===== src/design/apc_pkg.sv =====
// ----------------------------------------------------------------------------
// apc_pkg
// shared types, constants and table builders for the peak compressor
// ----------------------------------------------------------------------------
package apc_pkg;

    localparam int MAX_CHANNELS  = 2;
    localparam int TABLE_ENTRIES = 256;
    localparam int TAB_BITS      = $clog2(TABLE_ENTRIES);
    localparam int TAB_IDX_W     = $clog2(TABLE_ENTRIES + 1);
    localparam int QUEUE_DEPTH   = 2;
    localparam int QPTR_W        = $clog2(QUEUE_DEPTH);
    localparam int QCNT_W        = $clog2(QUEUE_DEPTH + 1);

    localparam logic signed [16:0] DB_FLOOR        = -17'sd40960;
    localparam logic [18:0]        DB_PER_LOG2_Q16 = 19'd394566;
    localparam logic signed [15:0] LOG2_PER_DB_Q16 = 16'sd10885;

    // register indexes
    localparam logic [2:0] REG_THRESHOLD = 3'd0;
    localparam logic [2:0] REG_RATIO     = 3'd1;
    localparam logic [2:0] REG_ATTACK    = 3'd2;
    localparam logic [2:0] REG_RELEASE   = 3'd3;
    localparam logic [2:0] REG_OUT_GAIN  = 3'd4;
    localparam logic [2:0] REG_CHANNELS  = 3'd5;

    typedef logic [16:0] log_tab_t [0:TABLE_ENTRIES];
    typedef logic [31:0] exp_tab_t [0:TABLE_ENTRIES];

    typedef struct packed {
        logic signed [15:0] sample_left;
        logic signed [15:0] sample_right;
        logic [23:0]        peak;
        logic               pass;
        logic               mono;
    } apc_item_t;

    typedef struct packed {
        logic signed [14:0] threshold_db;
        logic [12:0]        ratio_q8;
        logic [15:0]        attack_coeff;
        logic [15:0]        release_coeff;
        logic signed [14:0] output_gain_db;
    } apc_cfg_t;

    typedef enum logic [4:0] {
        S_IDLE,
        S_ENV_MUL,
        S_ENV_SUM,
        S_LOG_NORM,
        S_LOG_INTERP,
        S_DB_MUL,
        S_DB_CMP,
        S_DIV,
        S_GAIN,
        S_EXP_RD,
        S_EXP_INTERP,
        S_SCALE_L,
        S_SCALE_R,
        S_FIN_R,
        S_OUT
    } apc_state_t;

    function automatic longint unsigned isqrt64(longint unsigned v);
        longint unsigned r;
        longint unsigned b;
        longint unsigned x;
        r = 0;
        b = 64'h1 << 62;
        x = v;
        while (b > x) b = b >> 2;
        while (b != 0) begin
            if (x >= r + b) begin
                x = x - (r + b);
                r = (r >> 1) + b;
            end else begin
                r = r >> 1;
            end
            b = b >> 2;
        end
        return r;
    endfunction

    // log2(1 + i/entries) in Q16
    function automatic log_tab_t calc_log_tab();
        log_tab_t        t;
        longint unsigned x;
        logic [16:0]     r;
        for (int i = 0; i <= TABLE_ENTRIES; i++) begin
            x = ((64'(TABLE_ENTRIES + i)) << 30) / TABLE_ENTRIES;
            r = '0;
            if (i == TABLE_ENTRIES) begin
                r = 17'd65536;
            end else begin
                for (int b = 15; b >= 0; b--) begin
                    x = (x * x) >> 30;
                    if (x >= (64'h1 << 31)) begin
                        x = x >> 1;
                        r[b] = 1'b1;
                    end
                end
            end
            t[i] = r;
        end
        return t;
    endfunction

    // 2^(i/entries) in Q30
    function automatic exp_tab_t calc_exp_tab();
        exp_tab_t        t;
        longint unsigned roots [0:16];
        longint unsigned f;
        longint unsigned p;
        roots[0] = 64'h1 << 31;
        for (int k = 1; k <= 16; k++) roots[k] = isqrt64(roots[k-1] << 30);
        for (int i = 0; i <= TABLE_ENTRIES; i++) begin
            f = (64'(i) << 16) / TABLE_ENTRIES;
            p = 64'h1 << 30;
            if (f >= 64'd65536) begin
                p = 64'h1 << 31;
            end else begin
                for (int k = 1; k <= 16; k++)
                    if (((f >> (16 - k)) & 64'd1) != 0) p = (p * roots[k]) >> 30;
            end
            t[i] = p[31:0];
        end
        return t;
    endfunction

endpackage


===== src/design/apc_front.sv =====
// ----------------------------------------------------------------------------
// apc_front
// accepts frames, takes the channel peak and classifies the channel mode
// ----------------------------------------------------------------------------
module apc_front (
    input  logic               s_tvalid,
    output logic               s_tready,
    input  logic [31:0]        s_tdata,        // sample_left, sample_right
    input  logic [1:0]         channel_count,
    input  logic               queue_full,
    output logic               push,
    output apc_pkg::apc_item_t item
);
    import apc_pkg::*;

    logic signed [16:0] sx_l, sx_r;
    logic [16:0]        mag_l, mag_r;
    logic [23:0]        pk_l, pk_r;

    always_comb begin
        sx_l  = {s_tdata[15], s_tdata[15:0]};
        sx_r  = {s_tdata[31], s_tdata[31:16]};
        mag_l = sx_l[16] ? 17'(-sx_l) : 17'(sx_l);
        mag_r = sx_r[16] ? 17'(-sx_r) : 17'(sx_r);
        pk_l  = mag_l[16:15] != 2'b00 ? 24'hFFFFFF : {mag_l[14:0], 9'd0};
        pk_r  = mag_r[16:15] != 2'b00 ? 24'hFFFFFF : {mag_r[14:0], 9'd0};

        item.sample_left  = s_tdata[15:0];
        item.sample_right = s_tdata[31:16];
        item.pass         = (channel_count == 2'd0);
        item.mono         = (channel_count == 2'd1) || (MAX_CHANNELS < 2);
        if (item.mono || pk_l >= pk_r) begin
            item.peak = pk_l;
        end else begin
            item.peak = pk_r;
        end
    end

    assign s_tready = !queue_full;
    assign push     = s_tvalid && !queue_full;

endmodule


===== config.mk =====
export PLATFORM = sky130hd
export DESIGN_NAME = apc_front
export DESIGN_NICKNAME = d
export VERILOG_FILES = /design/src/design/apc_pkg.sv /design/src/design/apc_front.sv
export SDC_FILE = /design/constraint.sdc
export NUM_CORES = 1
export LEC_CHECK = 0
export BUFFER_PORTS_ARGS = -buffer_cell sky130_fd_sc_hd__buf_2
export CAP_MARGIN = 30
export CORE_MARGIN = 2
export CORE_UTILIZATION = 40
export DETAILED_ROUTE_END_ITERATION = 10
export PLACE_DENSITY = 0.85
export SETUP_SLACK_MARGIN = 0.05
export SLEW_MARGIN = 20
export SYNTH_ARGS = -nofsm -noshare
export SYNTH_HDL_FRONTEND = slang
export SYNTH_SLANG_ARGS = --single-unit

===== constraint.sdc =====
create_clock -name vclk -period 6.3
set_input_delay 0.945 -clock vclk [all_inputs]
set_output_delay 0.945 -clock vclk [all_outputs]
set_load 0.005 [all_outputs]

* After elaboration in Yosys (flattened, before gate mapping)
Cells that the tools add are included. Widths: inputs -> output; s select.
Cells by class: add/subtract/negate cells 2, $lt $le $gt $ge 1, equal/unequal tests 1, multiplexer cells 5, reduce and logical (&&, ||, !) cells 6
Operator list (count):
- $mux 24 | 3
- $mux 17 | 2
- $neg 16->17 | 2
- $ge 24x24->1 | 1
- $reduce_bool 2->1 | 2
- $eq 2x1->1 const B | 1
- $logic_not 2->1 | 1
- $logic_and 1x1->1 | 1
- $logic_not 1->1 | 1
- $logic_or 1x1->1 | 1
Storage, ports and cells: flip-flop bits (word level) 0, input bits 36, output and inout port bits 60

* Depth between registers and ports, before layout
word-level depth 7, depth in mapped cells 15, depth with buffers taken out 13

* Least setup slack after synthesis
Ideal clock, no wire load.
path type in2out, start in s_tdata[0], end out item[10] in the netlist's numbering, arrival 4272 ps, setup slack 1083 ps, stages 15, cell sequence inv_1 > ha_1 > nor4b_1 > nand4_1 > o21a_1 > o21ai_0 > inv_1 > ha_1 > nand4_1 > nor2_1 > a2111oi_0 > o211ai_1 > buf_6 > mux2i_1 > buf_4
RTL lines:
- from (decl) | line apc_front.sv:8 | input logic [31:0] s_tdata,
- to (decl) | line apc_front.sv:12 | output apc_pkg::apc_item_t item

==> flow_summary_export.csv <==
group,metric,value,unit
routing,wl,4200,µm
logic_synthesis,synth_cell_types,49,
logic_synthesis,yosys_warnings,0,
flow_run,cap_violations,0,
cts,ctsResizeCount,0,
routing,first_pass_iters,5,
floorplan,die_h,69.7,µm
worst_setup_path,worst_ep_required_time,5.35,ns
worst_setup_path,cpMostUsedCell,"buf_2",
floorplan,pin_count,96,
timing,worst_pin_slew,0.677,ns
power_and_ir_drop,p_clk_frac,0,
routing,drc,0,
floorplan,dieWidth,69.7,µm
placed_design,routabilityCongestion,0.889,
cells_and_area,clkbuf_count,0,
power_and_ir_drop,combPwrFrac,1.000,
cells_and_area,antennaDiodeCount,0,
timing,maxSlewHeadroom,0.547,
floorplan,coreArea,4090,µm²
grt,grt-ovfl-total,0,
timing,fin_ws,0.609,ns
cells_and_area,areaGrowthSynthToFinish,15.3,%
outcome,outcome,"finished clean",
timing,fmax,0.176,GHz
routing,vias,1861,
routing,dr.first_iter.drc_count,52,
cells_and_area,regArea,0,µm²
cells_and_area,final_common_cell,"buf_2",
floorplan,start_util,0.422,
timing,slew_violations,0,
power_and_ir_drop,pwr-share-seq,0,
worst_setup_path,setup.worst_path.class,"primary input to output port",
placed_design,dp_hpwl,3650,µm
worst_setup_path,arrival,4.75,ns
timing,setup_viol,0,
logic_synthesis,yosysTopAreaCellShare,0.174,
logic_synthesis,synth.avg_cell_area,6.87,µm²
grt,grt_max_degree,15,
logic_synthesis,syn_nets,305,
worst_setup_path,critPathBufInv,4,
cts,cts_setup_buffers,0,
cells_and_area,nets,364,
cells_and_area,drive_gt1_frac,0.386,
power_and_ir_drop,p_sw,0.0885,mW
cts,postCtsHoldBufs,0,
power_and_ir_drop,cellPowerDensity,87.9,nW/µm²
routing,final_antenna_net_count,0,
grt,gr-usage-all-layers,0.159,
placed_design,port_buffers,96,
logic_synthesis,synth.cell_area,1730,µm²
power_and_ir_drop,p_leak,1.11,nW
timing,finalSetupTns,0,ns
worst_setup_path,critical_path.cell_chain,"buf_2 -> or3_1 -> nor3_1 -> nand3_1 -> nand2_1 -> inv_1 -> ha_1 -> nand4_1 -> nor2_1 -> a2111oi_0 -> o211ai_1 -> buf_4 -> mux2i_1 -> buf_2",
worst_setup_path,startpoint_type,"primary input",
cells_and_area,layout_common_cells,"buf_2 (96), inv_1 (27), nand2_1 (23)",
power_and_ir_drop,worst_ir_drop_vdd,0.0494,mV
cells_and_area,nFillCells,424,
grt,antenna_found_initial,0,
logic_synthesis,synthCells,251,
worst_setup_path,critical_path.top_delay_family,"simple AND/OR/NAND/NOR gates",
logic_synthesis,yosysTopAreaCell,"buf_4",
worst_setup_path,slowest_stage,"a2111oi_0",
power_and_ir_drop,cell_internal_pwr,0.0864,mW
cells_and_area,n_sequential_cell,0,
power_and_ir_drop,swShare,0.506,
timing,fin_crit,5.69,ns
routing,wl_per_cell,11.7,µm
grt,grt_pass1_wl,6930,µm
worst_setup_path,endpoint_kind,"output port",
timing,hold_ws,2.10,ns
placed_design,place_ws,0.689,ns
grt,grt_pass1_vias,1690,
worst_setup_path,critPathMaxFanout,13,
routing,via_per_inst,5.20,
logic_synthesis,netlist_top_cells_area,"buf_4 (17%), ha_1 (13%), xnor2_1 (7.1%), inv_1 (5.9%), mux2_2 (5.9%)",
logic_synthesis,ys_seq_area_frac,0,
floorplan,dieArea,4850,µm²
timing,finalCritPeriodShare,0.903,
timing,hold_violations,0,
floorplan,rows,23,
timing,grt_setup_unrepaired,"no",
worst_setup_path,max_stage_delay,0.49,ns
min_path,hold_path.class,"primary input to output port",
==> power groups by stage <==
stage                     registers, mW  logic [mW]  clock network [mW]
after detailed placement              0       0.175                   0
final                                 0       0.175                   0
after CTS                             0       0.176                   0
after global routing                  0       0.196                   0
after global placement                0       0.170                   0
after floorplan                       0       0.119                   0
==> stage by stage <==
step | area, µm² | total power [mW] | std cells | util
finish | 1990 | 0.175 | 358 | 0.487
global route | 1990 | 0.196 | 358 | 0.487
CTS | 1990 | 0.176 | 358 | 0.487
detailed placement | 1990 | 0.175 | 358 | 0.487
global placement | 1980 | 0.170 | 357 | 0.485
floorplan | 1730 | 0.120 | 251 | -
==> logic make-up after synthesis <==
family	share of synthesized area
adders and majority gates	0.131
muxes	0.108
and+or+nand+nor	0.234
buffers and inverters	0.253
xor gates and xnor gates	0.0914
AOI/OAI and AO/OA	0.183
==> metal layers <==
metal,vias to the layer above,track usage,share of wire
li1,958,-,-
met1,826,0.210,0.45
met2,77,0.302,0.49
met3,0,0.00581,0.062
met4,0,0.00427,0
met5,-,0,0
==> synthesized netlist by cell type (3+ instances only) <==
cell / number
a21oi_1: 11
o21a_1: 4
ha_1: 18
o21ai_0: 9
nand3_1: 7
buf_4: 40
nor2_1: 15
nor3_1: 8
clkbuf_1: 4
xnor2_1: 14
mux2i_1: 7
nand4_1: 5
a31oi_1: 3
o211ai_1: 3
mux2_2: 9
inv_1: 27
nand2_1: 23
xor2_1: 4
nor4_1: 3
==> path summary, 6_finish.rpt <==
| path | from | end | slack, ns | depth (start not counted) |
|---|---|---|---|---|
| setup / recovery | s_tdata[26] | item[7] | 0.61 | 14 |
| hold / removal | s_tdata[7] | item[49] | 2.10 | 2 |
==> layout make-up <==
type / count / area (µm²) / area share
inverters: 28 / 105 / 0.0528
multi-input cells: 177 / 1290 / 0.648
well taps: 50 / 62.6 / 0.0314
repair buffers: 103 / 533 / 0.268
No activity file was read; power rests on OpenSTA's default activity.
