--- config.mk ---
export PLATFORM = sky130hd
export DESIGN_NAME = apc_queue
export DESIGN_NICKNAME = d
export VERILOG_FILES = /design/src/design/apc_pkg.sv /design/src/design/apc_queue.sv
export SDC_FILE = /design/constraint.sdc
export NUM_CORES = 1
export LEC_CHECK = 0
export BUFFER_PORTS_ARGS = -buffer_cell sky130_fd_sc_hd__buf_2
export CAP_MARGIN = 20
export CORE_MARGIN = 8
export CORE_UTILIZATION = 36
export DETAILED_ROUTE_END_ITERATION = 8
export GPL_TIMING_DRIVEN = 1
export HOLD_SLACK_MARGIN = 0.02
export MAX_ROUTING_LAYER = met4
export SETUP_SLACK_MARGIN = 0.3
export SLEW_MARGIN = 5
export SYNTH_ARGS = -nofsm -noshare
export SYNTH_HDL_FRONTEND = slang
export SYNTH_SLANG_ARGS = --single-unit
--- constraint.sdc ---
create_clock -name aclk -period 10.5 [get_ports aclk]
set_clock_uncertainty 0.1 [all_clocks]
set_input_delay 2.1 -clock aclk [delete_from_list [all_inputs] [get_ports aclk]]
set_output_delay 2.1 -clock aclk [all_outputs]
set_load 0.02 [all_outputs]
--- src/design/apc_pkg.sv ---
// ----------------------------------------------------------------------------
// apc_pkg
// shared types, constants and table builders for the peak compressor
// ----------------------------------------------------------------------------
package apc_pkg;

    localparam int MAX_CHANNELS  = 2;
    localparam int TABLE_ENTRIES = 256;
    localparam int TAB_BITS      = $clog2(TABLE_ENTRIES);
    localparam int TAB_IDX_W     = $clog2(TABLE_ENTRIES + 1);
    localparam int QUEUE_DEPTH   = 2;
    localparam int QPTR_W        = $clog2(QUEUE_DEPTH);
    localparam int QCNT_W        = $clog2(QUEUE_DEPTH + 1);

    localparam logic signed [16:0] DB_FLOOR        = -17'sd40960;
    localparam logic [18:0]        DB_PER_LOG2_Q16 = 19'd394566;
    localparam logic signed [15:0] LOG2_PER_DB_Q16 = 16'sd10885;

    // register indexes
    localparam logic [2:0] REG_THRESHOLD = 3'd0;
    localparam logic [2:0] REG_RATIO     = 3'd1;
    localparam logic [2:0] REG_ATTACK    = 3'd2;
    localparam logic [2:0] REG_RELEASE   = 3'd3;
    localparam logic [2:0] REG_OUT_GAIN  = 3'd4;
    localparam logic [2:0] REG_CHANNELS  = 3'd5;

    typedef logic [16:0] log_tab_t [0:TABLE_ENTRIES];
    typedef logic [31:0] exp_tab_t [0:TABLE_ENTRIES];

    typedef struct packed {
        logic signed [15:0] sample_left;
        logic signed [15:0] sample_right;
        logic [23:0]        peak;
        logic               pass;
        logic               mono;
    } apc_item_t;

    typedef struct packed {
        logic signed [14:0] threshold_db;
        logic [12:0]        ratio_q8;
        logic [15:0]        attack_coeff;
        logic [15:0]        release_coeff;
        logic signed [14:0] output_gain_db;
    } apc_cfg_t;

    typedef enum logic [4:0] {
        S_IDLE,
        S_ENV_MUL,
        S_ENV_SUM,
        S_LOG_NORM,
        S_LOG_INTERP,
        S_DB_MUL,
        S_DB_CMP,
        S_DIV,
        S_GAIN,
        S_EXP_RD,
        S_EXP_INTERP,
        S_SCALE_L,
        S_SCALE_R,
        S_FIN_R,
        S_OUT
    } apc_state_t;

    function automatic longint unsigned isqrt64(longint unsigned v);
        longint unsigned r;
        longint unsigned b;
        longint unsigned x;
        r = 0;
        b = 64'h1 << 62;
        x = v;
        while (b > x) b = b >> 2;
        while (b != 0) begin
            if (x >= r + b) begin
                x = x - (r + b);
                r = (r >> 1) + b;
            end else begin
                r = r >> 1;
            end
            b = b >> 2;
        end
        return r;
    endfunction

    // log2(1 + i/entries) in Q16
    function automatic log_tab_t calc_log_tab();
        log_tab_t        t;
        longint unsigned x;
        logic [16:0]     r;
        for (int i = 0; i <= TABLE_ENTRIES; i++) begin
            x = ((64'(TABLE_ENTRIES + i)) << 30) / TABLE_ENTRIES;
            r = '0;
            if (i == TABLE_ENTRIES) begin
                r = 17'd65536;
            end else begin
                for (int b = 15; b >= 0; b--) begin
                    x = (x * x) >> 30;
                    if (x >= (64'h1 << 31)) begin
                        x = x >> 1;
                        r[b] = 1'b1;
                    end
                end
            end
            t[i] = r;
        end
        return t;
    endfunction

    // 2^(i/entries) in Q30
    function automatic exp_tab_t calc_exp_tab();
        exp_tab_t        t;
        longint unsigned roots [0:16];
        longint unsigned f;
        longint unsigned p;
        roots[0] = 64'h1 << 31;
        for (int k = 1; k <= 16; k++) roots[k] = isqrt64(roots[k-1] << 30);
        for (int i = 0; i <= TABLE_ENTRIES; i++) begin
            f = (64'(i) << 16) / TABLE_ENTRIES;
            p = 64'h1 << 30;
            if (f >= 64'd65536) begin
                p = 64'h1 << 31;
            end else begin
                for (int k = 1; k <= 16; k++)
                    if (((f >> (16 - k)) & 64'd1) != 0) p = (p * roots[k]) >> 30;
            end
            t[i] = p[31:0];
        end
        return t;
    endfunction

endpackage

--- src/design/apc_queue.sv ---
// ----------------------------------------------------------------------------
// apc_queue
// short fifo between the frame front end and the gain sequencer
// ----------------------------------------------------------------------------
module apc_queue (
    input  logic               aclk,
    input  logic               aresetn,
    input  logic               push,
    input  apc_pkg::apc_item_t push_item,
    input  logic               pop,
    output apc_pkg::apc_item_t pop_item,
    output logic               full,
    output logic               empty
);
    import apc_pkg::*;

    apc_item_t          mem_reg [0:QUEUE_DEPTH-1];
    logic [QPTR_W-1:0]  wr_ptr_reg, rd_ptr_reg;
    logic [QCNT_W-1:0]  count_reg;

    assign full     = (count_reg == QCNT_W'(QUEUE_DEPTH));
    assign empty    = (count_reg == '0);
    assign pop_item = mem_reg[rd_ptr_reg];

    always_ff @(posedge aclk) begin
        if (push) mem_reg[wr_ptr_reg] <= push_item;
    end

    always_ff @(posedge aclk) begin
        if (!aresetn) begin
            wr_ptr_reg <= '0;
            rd_ptr_reg <= '0;
            count_reg  <= '0;
        end else begin
            if (push) wr_ptr_reg <= (wr_ptr_reg == QPTR_W'(QUEUE_DEPTH - 1)) ? '0 : wr_ptr_reg + 1'b1;
            if (pop)  rd_ptr_reg <= (rd_ptr_reg == QPTR_W'(QUEUE_DEPTH - 1)) ? '0 : rd_ptr_reg + 1'b1;
            if (push && !pop) count_reg <= count_reg + 1'b1;
            else if (pop && !push) count_reg <= count_reg - 1'b1;
        end
    end

endmodule

* Yosys cells after proc, flatten, opt, wreduce, memory -nomap -nowiden *
Memories as Yosys holds them, arrays and structs flattened. A register that Yosys moved wholly into a read port is not among the register bits.
Index checks and enable logic that the tools add are counted.

storage, ports and cells
  latch bits = 0
  memory bits (writable) = 116
  register bits = 4
  memories kept = 1
  output and inout port bits = 60
  ROM bits = 0

operators by class
  equality and inequality tests = 1
  multiply operators = 0
  shift operators = 0
  reduce and logical (&&, ||, !) cells = 6
  divide/modulo/power cells = 0
  bitwise operators = 0
  add/sub/neg operators = 4
  $lt $le $gt $ge = 0
  mux-type cells = 8

memories
  memory   depth  width  read ports  clocked after memory_dff  wr ports  line             RTL
  mem_reg  2      58     1           1                         1         apc_queue.sv:17  apc_item_t mem_reg [0:QUEUE_DEPTH-1];

operators with widths
  cell                 number
  $mux 1               6
  $mux 2               2
  $add 1x1->1 const B  2
  $add 2x1->2 const B  1
  $eq 2x2->1 const B   1
  $logic_and 1x1->1    2
  $logic_not 1->1      2
  $logic_not 2->1      1
  $reduce_bool 2->1    1
  $sub 2x1->2 const B  1

* Longest topological paths before layout *
Gate-level depths: netlist (run 1).

  word-level depth = 4
  depth in mapped cells = 5
  gate-level depth less buffers = 5

* Least setup slack after synthesis (run 1) *
OpenSTA, ideal clock, no wires.

  kind = input-to-reg
  start = input push
  end = memory mem_reg[0][0] (netlist name) (enable)
  stages on the path = 1
  arrival time = 4.689 ns
  required time = 9.918 ns
  slack = 5.229 ns
  library setup time = 0.482 ns
  cells stage by stage = nor2b_1

on the way
  cells in the longest elaborated chain, start to end = 2

ends and longest elaborated chain
  element                       line             RTL
  start, declared               apc_queue.sv:8   input logic push,
  $mux 1                        apc_queue.sv:26  if (push) mem_reg[wr_ptr_reg] <= push_item;
  $mux 1 (implied by the code)  apc_queue.sv:26
  end, declared                 apc_queue.sv:17

No other way between the ends.

==> impl_metrics.xml, run 1 <==
<?xml version="1.0" encoding="UTF-8"?>
<metrics>
  <group name="floorplanning">
    <metric name="floorplan.die.height" unit="um">127</metric>
    <metric name="die_area" unit="mm^2">0.0160</metric>
    <metric name="ios" unit="">122</metric>
    <metric name="floorplan.initialDensity" unit="%">36.8</metric>
    <metric name="die-width" unit="um">127</metric>
    <metric name="placement_rows" unit="">40</metric>
    <metric name="core-area" unit="mm^2">0.0120</metric>
  </group>
  <group name="timing">
    <metric name="final-setup-viol-count" unit="">0</metric>
    <metric name="max_freq" unit="MHz">225</metric>
    <metric name="report.final.slew_viol_count" unit="">0</metric>
    <metric name="finalSetupTns" unit="ns">0</metric>
    <metric name="worst_slew_pin_slew" unit="ns">0.804</metric>
    <metric name="slew-limit-headroom" unit="%">46.4</metric>
    <metric name="grt_setup_unrepaired" unit="">no</metric>
    <metric name="fin_crit_sh" unit="%">42.4</metric>
    <metric name="final_period_minus_worst_setup_slack" unit="ns">4.45</metric>
    <metric name="finalHoldViolCount" unit="">0</metric>
    <metric name="fin_ws" unit="ns">6.05</metric>
  </group>
  <group name="cells_and_area">
    <metric name="layout.cells.most_common" unit="">sky130_fd_sc_hd__buf_2</metric>
    <metric name="post_route_cells_drive_above_1_share" unit="%">59.7</metric>
    <metric name="finish.net_count" unit="">402</metric>
    <metric name="mostFrequentLayoutCells" unit="">121 x sky130_fd_sc_hd__buf_2, 116 x sky130_fd_sc_hd__edfxtp_1, 57 x sky130_fd_sc_hd__mux2_2</metric>
    <metric name="fill_cells" unit="">1033</metric>
    <metric name="syn_to_final_growth" unit="%">30.5</metric>
    <metric name="largest_reg_flops" unit="">116</metric>
  </group>
  <group name="clocking">
    <metric name="post_cts_hold_buffer_count" unit="">0</metric>
    <metric name="cts_root_buf" unit="">sky130_fd_sc_hd__clkbuf_16</metric>
    <metric name="cts_buffer_depth" unit="">2</metric>
    <metric name="cts_h_tree_depth" unit="">4</metric>
    <metric name="cts_sink_count" unit="">121</metric>
    <metric name="latest_clock_arrival_within_the_worst_skew_pair" unit="ns">0.40</metric>
    <metric name="postCtsSetupRepairBufs" unit="">0</metric>
    <metric name="tritoncts" unit="">done</metric>
    <metric name="path_clk_slew" unit="ns">0.05</metric>
    <metric name="cts-buffers-inserted" unit="">17</metric>
    <metric name="cts_resized" unit="">0</metric>
  </group>
  <group name="placement">
    <metric name="pre_cts_ws" unit="ns">6.41</metric>
    <metric name="gp_congestion" unit="">0.660</metric>
    <metric name="buffer_ports.inserted" unit="">121</metric>
    <metric name="dp.final_hpwl" unit="mm">5.39</metric>
  </group>
  <group name="synthesis">
    <metric name="synth_cells" unit="">202</metric>
    <metric name="synth_nets" unit="">265</metric>
    <metric name="yosys.cell_types.count" unit="">18</metric>
    <metric name="syn_area" unit="mm^2">0.00440</metric>
    <metric name="synthesis.area_per_instance" unit="um^2">21.8</metric>
    <metric name="yosys_warnings" unit="">0</metric>
    <metric name="seq_area_frac_synth" unit="%">81.4</metric>
    <metric name="ys_seq_elements" unit="">121</metric>
  </group>
  <group name="power_and_ir_drop">
    <metric name="leakage" unit="nW">2.18</metric>
    <metric name="worst_ir_drop_on_vdd" unit="uV">131</metric>
    <metric name="power.density_cell_area" unit="mW/mm^2">217</metric>
    <metric name="power_total" unit="W">0.00125</metric>
  </group>
  <group name="setup_path">
    <metric name="cpPeakStageDelay" unit="ns">0.72</metric>
    <metric name="timing_worst_setup_path_type" unit="">reg2out</metric>
    <metric name="critical_path.startpoint_type" unit="">flip-flop</metric>
    <metric name="rr_startpoint" unit="">wr_ptr_reg</metric>
    <metric name="endpoint_kind" unit="">output port</metric>
    <metric name="cell_type_of_the_slowest_stage_on_the_worst_timing_path" unit="">sky130_fd_sc_hd__dfxtp_2</metric>
    <metric name="path_delay_family" unit="">flip-flops</metric>
    <metric name="timing.critical_path.buf_inv" unit="">2</metric>
    <metric name="path_cells" unit="">buf_4, mux2_2, buf_2</metric>
    <metric name="worst-endpoint-required" unit="ns">8.30</metric>
    <metric name="arrival" unit="ns">2.25</metric>
    <metric name="path_max_fanout" unit="">33</metric>
  </group>
  <group name="global_route">
    <metric name="number_of_antenna_violations_at_the_first_check_in_global_routing" unit="">1</metric>
    <metric name="grt_util_all_layers" unit="%">11.1</metric>
    <metric name="grt_pass1_wl" unit="mm">13.1</metric>
    <metric name="grt_start_max_net_pins" unit="">59</metric>
    <metric name="grt-ovfl-total" unit="">0</metric>
    <metric name="first_global_vias" unit="">2608</metric>
  </group>
  <group name="min_path">
    <metric name="worstHoldStart" unit="">count_reg[1]</metric>
    <metric name="hold_path_class" unit="">reg2reg</metric>
  </group>
  <group name="route">
    <metric name="wl_per_cell" unit="um">16.7</metric>
    <metric name="drtIter0Drc" unit="">157</metric>
    <metric name="detailedRoute.firstPassIterationCount" unit="">4</metric>
    <metric name="finalWirelength" unit="mm">8.35</metric>
    <metric name="routed_via_density" unit="">4.56</metric>
    <metric name="dr_total_vias" unit="">2282</metric>
    <metric name="drcViolationCount" unit="">0</metric>
    <metric name="final_antenna_net_count" unit="">0</metric>
  </group>
  <group name="job">
    <metric name="cap_viol_max_count" unit="">0</metric>
  </group>
  <group name="outcome">
    <metric name="outcome" unit="">completed</metric>
  </group>
</metrics>
-- worst register-to-register path, stage by stage (launching register included) --
cell,delay (ns)
sky130_fd_sc_hd__dfxtp_1,0.38
sky130_fd_sc_hd__and2_2,0.17
sky130_fd_sc_hd__buf_4,0.62
-- power by group --
part	internal, W	switching (W)	total [W]
sequential	0.000559	0.00000978	0.000568
clock	0.000366	0.000189	0.000555
combinational	0.0000517	0.0000716	0.000123
-- routing by layer --
metal	GRT usage (%)	share of wire, %	vias to the layer above
met5	-	0	-
met4	5.31	1.4	0
met3	5.45	7.4	10
met2	17.1	49	82
met1	11.9	42	1116
li1	-	-	1074
-- cells by family (layout without fill, tap and decap cells) --
group	Yosys count	count (layout)	share of synthesized area, %
muxes	58	58	14.8
DFF	121	121	81.4
adders and majority gates	1	1	0.284
buffers and inverters	7	157	1.19
AOI/OAI and AO/OA	3	3	0.455
xor gates and xnor gates	3	3	0.597
other	0	1	0
and+or+nand+nor	9	9	1.28
-- path summary, 6_finish.rpt --
kind              slack, ns        endpoint  cells past startpoint
setup / recovery       6.05    pop_item[43]                      3
hold / removal         0.42    count_reg[1]                      2
setup reg to reg       8.80  mem_reg[1][24]                      2
hold reg to reg        0.42    count_reg[1]                      2
-- cell usage after synthesis (all sizes together) --
cell | number | area (um^2)
o21ai | 1 | 5.00
nor2 | 1 | 3.75
and2 | 4 | 25.0
or3 | 1 | 6.26
nor2b | 2 | 12.5
and2b | 1 | 8.76
inv | 1 | 3.75
dfxtp | 5 | 100
xor2 | 2 | 17.5
edfxtp | 116 | 3480
mux2 | 58 | 653
buf | 6 | 48.8
a21boi | 1 | 7.51
ha | 1 | 12.5
xnor2 | 1 | 8.76
o21a | 1 | 7.51
-- cell type report --
type | instances | area (um^2) | share of cell area (%)
multi-input cells | 74 | 777 | 13.5
clock buffers | 19 | 433 | 7.53
repair buffers | 124 | 628 | 10.9
well taps | 147 | 184 | 3.20
clock inverters | 13 | 134 | 2.33
flip-flops and latches | 121 | 3580 | 62.4
diodes | 1 | 2.50 | 0.0435
inverters | 1 | 3.75 | 0.0653
-- stage by stage --
step	util, %	hold slack (ns)	instance area (um^2)	std cells
after floorplan	-	0.366	4400	202
after global placement	43.3	0.382	5180	467
after detailed placement	43.3	0.408	5180	467
after CTS	48.0	0.423	5740	499
after global routing	48.0	0.488	5750	500
final	48.0	0.420	5750	500
No activity file was read; power rests on OpenSTA's default activity.
==> inputs of run 2 (changes only) <==
==> constraint.sdc (replaced) <==
create_clock -name aclk -period 4.6 [get_ports aclk]
set_clock_uncertainty 0.1 [all_clocks]
set_input_delay 0.92 -clock aclk [delete_from_list [all_inputs] [get_ports aclk]]
set_output_delay 0.92 -clock aclk [all_outputs]
set_load 0.02 [all_outputs]
==> impl_metrics.xml, run 2 (same netlist as run 1, synthesis figures left out) <==
<?xml version="1.0" encoding="UTF-8"?>
<metrics>
  <group name="cells_and_area">
    <metric name="final_cell_count_no_fill" unit="">500</metric>
    <metric name="post_route_cells_drive_above_1_share" unit="%">61.4</metric>
    <metric name="largest_reg_flops" unit="">116</metric>
    <metric name="syn_to_final_growth" unit="%">32.9</metric>
    <metric name="mostFrequentLayoutCells" unit="">121 x sky130_fd_sc_hd__buf_2, 116 x sky130_fd_sc_hd__edfxtp_1, 57 x sky130_fd_sc_hd__mux2_2</metric>
    <metric name="fill_cells" unit="">994</metric>
    <metric name="layout.cells.most_common" unit="">sky130_fd_sc_hd__buf_2</metric>
    <metric name="finish.net_count" unit="">402</metric>
  </group>
  <group name="job">
    <metric name="cap_viol_max_count" unit="">0</metric>
  </group>
  <group name="route">
    <metric name="finalWirelength" unit="mm">8.34</metric>
    <metric name="wl_per_cell" unit="um">16.7</metric>
    <metric name="final_antenna_net_count" unit="">0</metric>
    <metric name="drcViolationCount" unit="">0</metric>
    <metric name="detailedRoute.firstPassIterationCount" unit="">4</metric>
    <metric name="dr_total_vias" unit="">2282</metric>
    <metric name="drtIter0Drc" unit="">128</metric>
    <metric name="routed_via_density" unit="">4.56</metric>
  </group>
  <group name="placement">
    <metric name="buffer_ports.inserted" unit="">121</metric>
    <metric name="pre_cts_ws" unit="ns">1.69</metric>
    <metric name="dp.final_hpwl" unit="mm">5.53</metric>
    <metric name="post-place-cells" unit="">467</metric>
    <metric name="gp_congestion" unit="">0.656</metric>
  </group>
  <group name="floorplanning">
    <metric name="ios" unit="">122</metric>
    <metric name="die-width" unit="um">127</metric>
    <metric name="die_area" unit="mm^2">0.0160</metric>
    <metric name="floorplan.die.height" unit="um">127</metric>
    <metric name="floorplan.initialDensity" unit="%">36.8</metric>
    <metric name="core-area" unit="mm^2">0.0120</metric>
    <metric name="placement_rows" unit="">40</metric>
  </group>
  <group name="power_and_ir_drop">
    <metric name="p_comb_share" unit="%">9.2</metric>
    <metric name="worst_ir_drop_on_vdd" unit="uV">232</metric>
    <metric name="p_switching" unit="W">0.000632</metric>
    <metric name="power.sequential.fraction" unit="%">42.6</metric>
    <metric name="clock_power_share" unit="%">48.1</metric>
    <metric name="power.density_cell_area" unit="mW/mm^2">520</metric>
    <metric name="power.internal" unit="W">0.00241</metric>
    <metric name="leakage" unit="nW">2.22</metric>
    <metric name="netSwitchingFraction" unit="%">20.8</metric>
  </group>
  <group name="clocking">
    <metric name="path_clk_slew" unit="ns">0.05</metric>
    <metric name="cts_sink_count" unit="">121</metric>
    <metric name="cts_h_tree_depth" unit="">4</metric>
    <metric name="cts_resized" unit="">0</metric>
    <metric name="latest_clock_arrival_within_the_worst_skew_pair" unit="ns">0.41</metric>
    <metric name="post_cts_hold_buffer_count" unit="">0</metric>
    <metric name="cts_root_buf" unit="">sky130_fd_sc_hd__clkbuf_16</metric>
    <metric name="tritoncts" unit="">done</metric>
    <metric name="postCtsSetupRepairBufs" unit="">0</metric>
    <metric name="cts_buffer_depth" unit="">2</metric>
    <metric name="cts-buffers-inserted" unit="">17</metric>
  </group>
  <group name="timing">
    <metric name="max_freq" unit="MHz">304</metric>
    <metric name="final-setup-viol-count" unit="">0</metric>
    <metric name="fin_crit_sh" unit="%">71.4</metric>
    <metric name="report.final.slew_viol_count" unit="">0</metric>
    <metric name="final_period_minus_worst_setup_slack" unit="ns">3.28</metric>
    <metric name="worst_slew_pin_slew" unit="ns">0.806</metric>
    <metric name="grt_setup_unrepaired" unit="">no</metric>
    <metric name="fin_ws" unit="ns">1.32</metric>
    <metric name="fin_worst_hold_slack" unit="ns">0.402</metric>
    <metric name="finalHoldViolCount" unit="">0</metric>
    <metric name="slew-limit-headroom" unit="%">46.3</metric>
    <metric name="finalSetupTns" unit="ns">0</metric>
  </group>
  <group name="setup_path">
    <metric name="path_max_fanout" unit="">33</metric>
    <metric name="arrival" unit="ns">2.26</metric>
    <metric name="critical_path.startpoint_type" unit="">flip-flop</metric>
    <metric name="r2r_setup_slack" unit="ns">2.57</metric>
    <metric name="timing_worst_setup_path_type" unit="">reg2out</metric>
    <metric name="endpoint_kind" unit="">output port</metric>
    <metric name="worst-endpoint-required" unit="ns">3.58</metric>
  </group>
  <group name="global_route">
    <metric name="grt_util_all_layers" unit="%">11.1</metric>
    <metric name="first_global_vias" unit="">2539</metric>
    <metric name="grt_start_max_net_pins" unit="">59</metric>
    <metric name="grt_pass1_wl" unit="mm">12.8</metric>
    <metric name="number_of_antenna_violations_at_the_first_check_in_global_routing" unit="">1</metric>
    <metric name="grt-ovfl-total" unit="">0</metric>
  </group>
  <group name="outcome">
    <metric name="outcome" unit="">completed</metric>
  </group>
  <group name="min_path">
    <metric name="hold_path_class" unit="">reg2reg</metric>
  </group>
</metrics>
[run 2: per-stage QoR]
| step | utilization (%) | cell area (um^2) | power (W) |
|---|---|---|---|
| after floorplan | - | 4400 | 0.00150 |
| after global placement | 43.3 | 5180 | 0.00160 |
| after detailed placement | 43.3 | 5180 | 0.00161 |
| after CTS | 48.9 | 5850 | 0.00309 |
| after global routing | 48.9 | 5850 | 0.00316 |
| final | 48.9 | 5850 | 0.00304 |
[run 2: cell type report]
type,count,area [um^2],share of cell area [%]
multi-input cells,74,777,13.3
well taps,147,184,3.14
diodes,1,2.50,0.0428
clock inverters,10,189,3.23
clock buffers,22,484,8.27
repair buffers,124,628,10.7
flip-flops and latches,121,3580,61.2
inverters,1,3.75,0.0641
[run 2: power groups by stage]
stage / Sequential (W) / Combinational (W) / Clock (W)
after floorplan: 0.00131 / 0.000190 / 0
final: 0.00130 / 0.000281 / 0.00147
after global placement: 0.00132 / 0.000285 / 0
after detailed placement: 0.00132 / 0.000287 / 0
after CTS: 0.00130 / 0.000288 / 0.00150
after global routing: 0.00130 / 0.000302 / 0.00156
[run 2: final timing paths]
check / from / endpoint / cells past startpoint
max: flip-flop / pop_item[42] / 3
min: count_reg[1] / count_reg[1] / 2
max reg2reg: wr_ptr_reg / mem_reg[1][40] / 2
min reg2reg: count_reg[1] / count_reg[1] / 2
[run 2: critical path, cell delays in order, from the launching register on]
cell and delay, ns:
sky130_fd_sc_hd__dfxtp_2 0.73, sky130_fd_sc_hd__buf_4 0.52, sky130_fd_sc_hd__mux2_2 0.40, sky130_fd_sc_hd__buf_2 0.17
[run 2: routing by layer]
layer	routed length (um)	part of all wire [%]	global-route usage, %	vias up
li1	-	-	-	1077
met1	3470	42	11.4	1105
met2	4110	49	17.3	83
met3	581	7.0	4.86	17
met4	179	2.1	6.58	0
met5	0	0	-	-
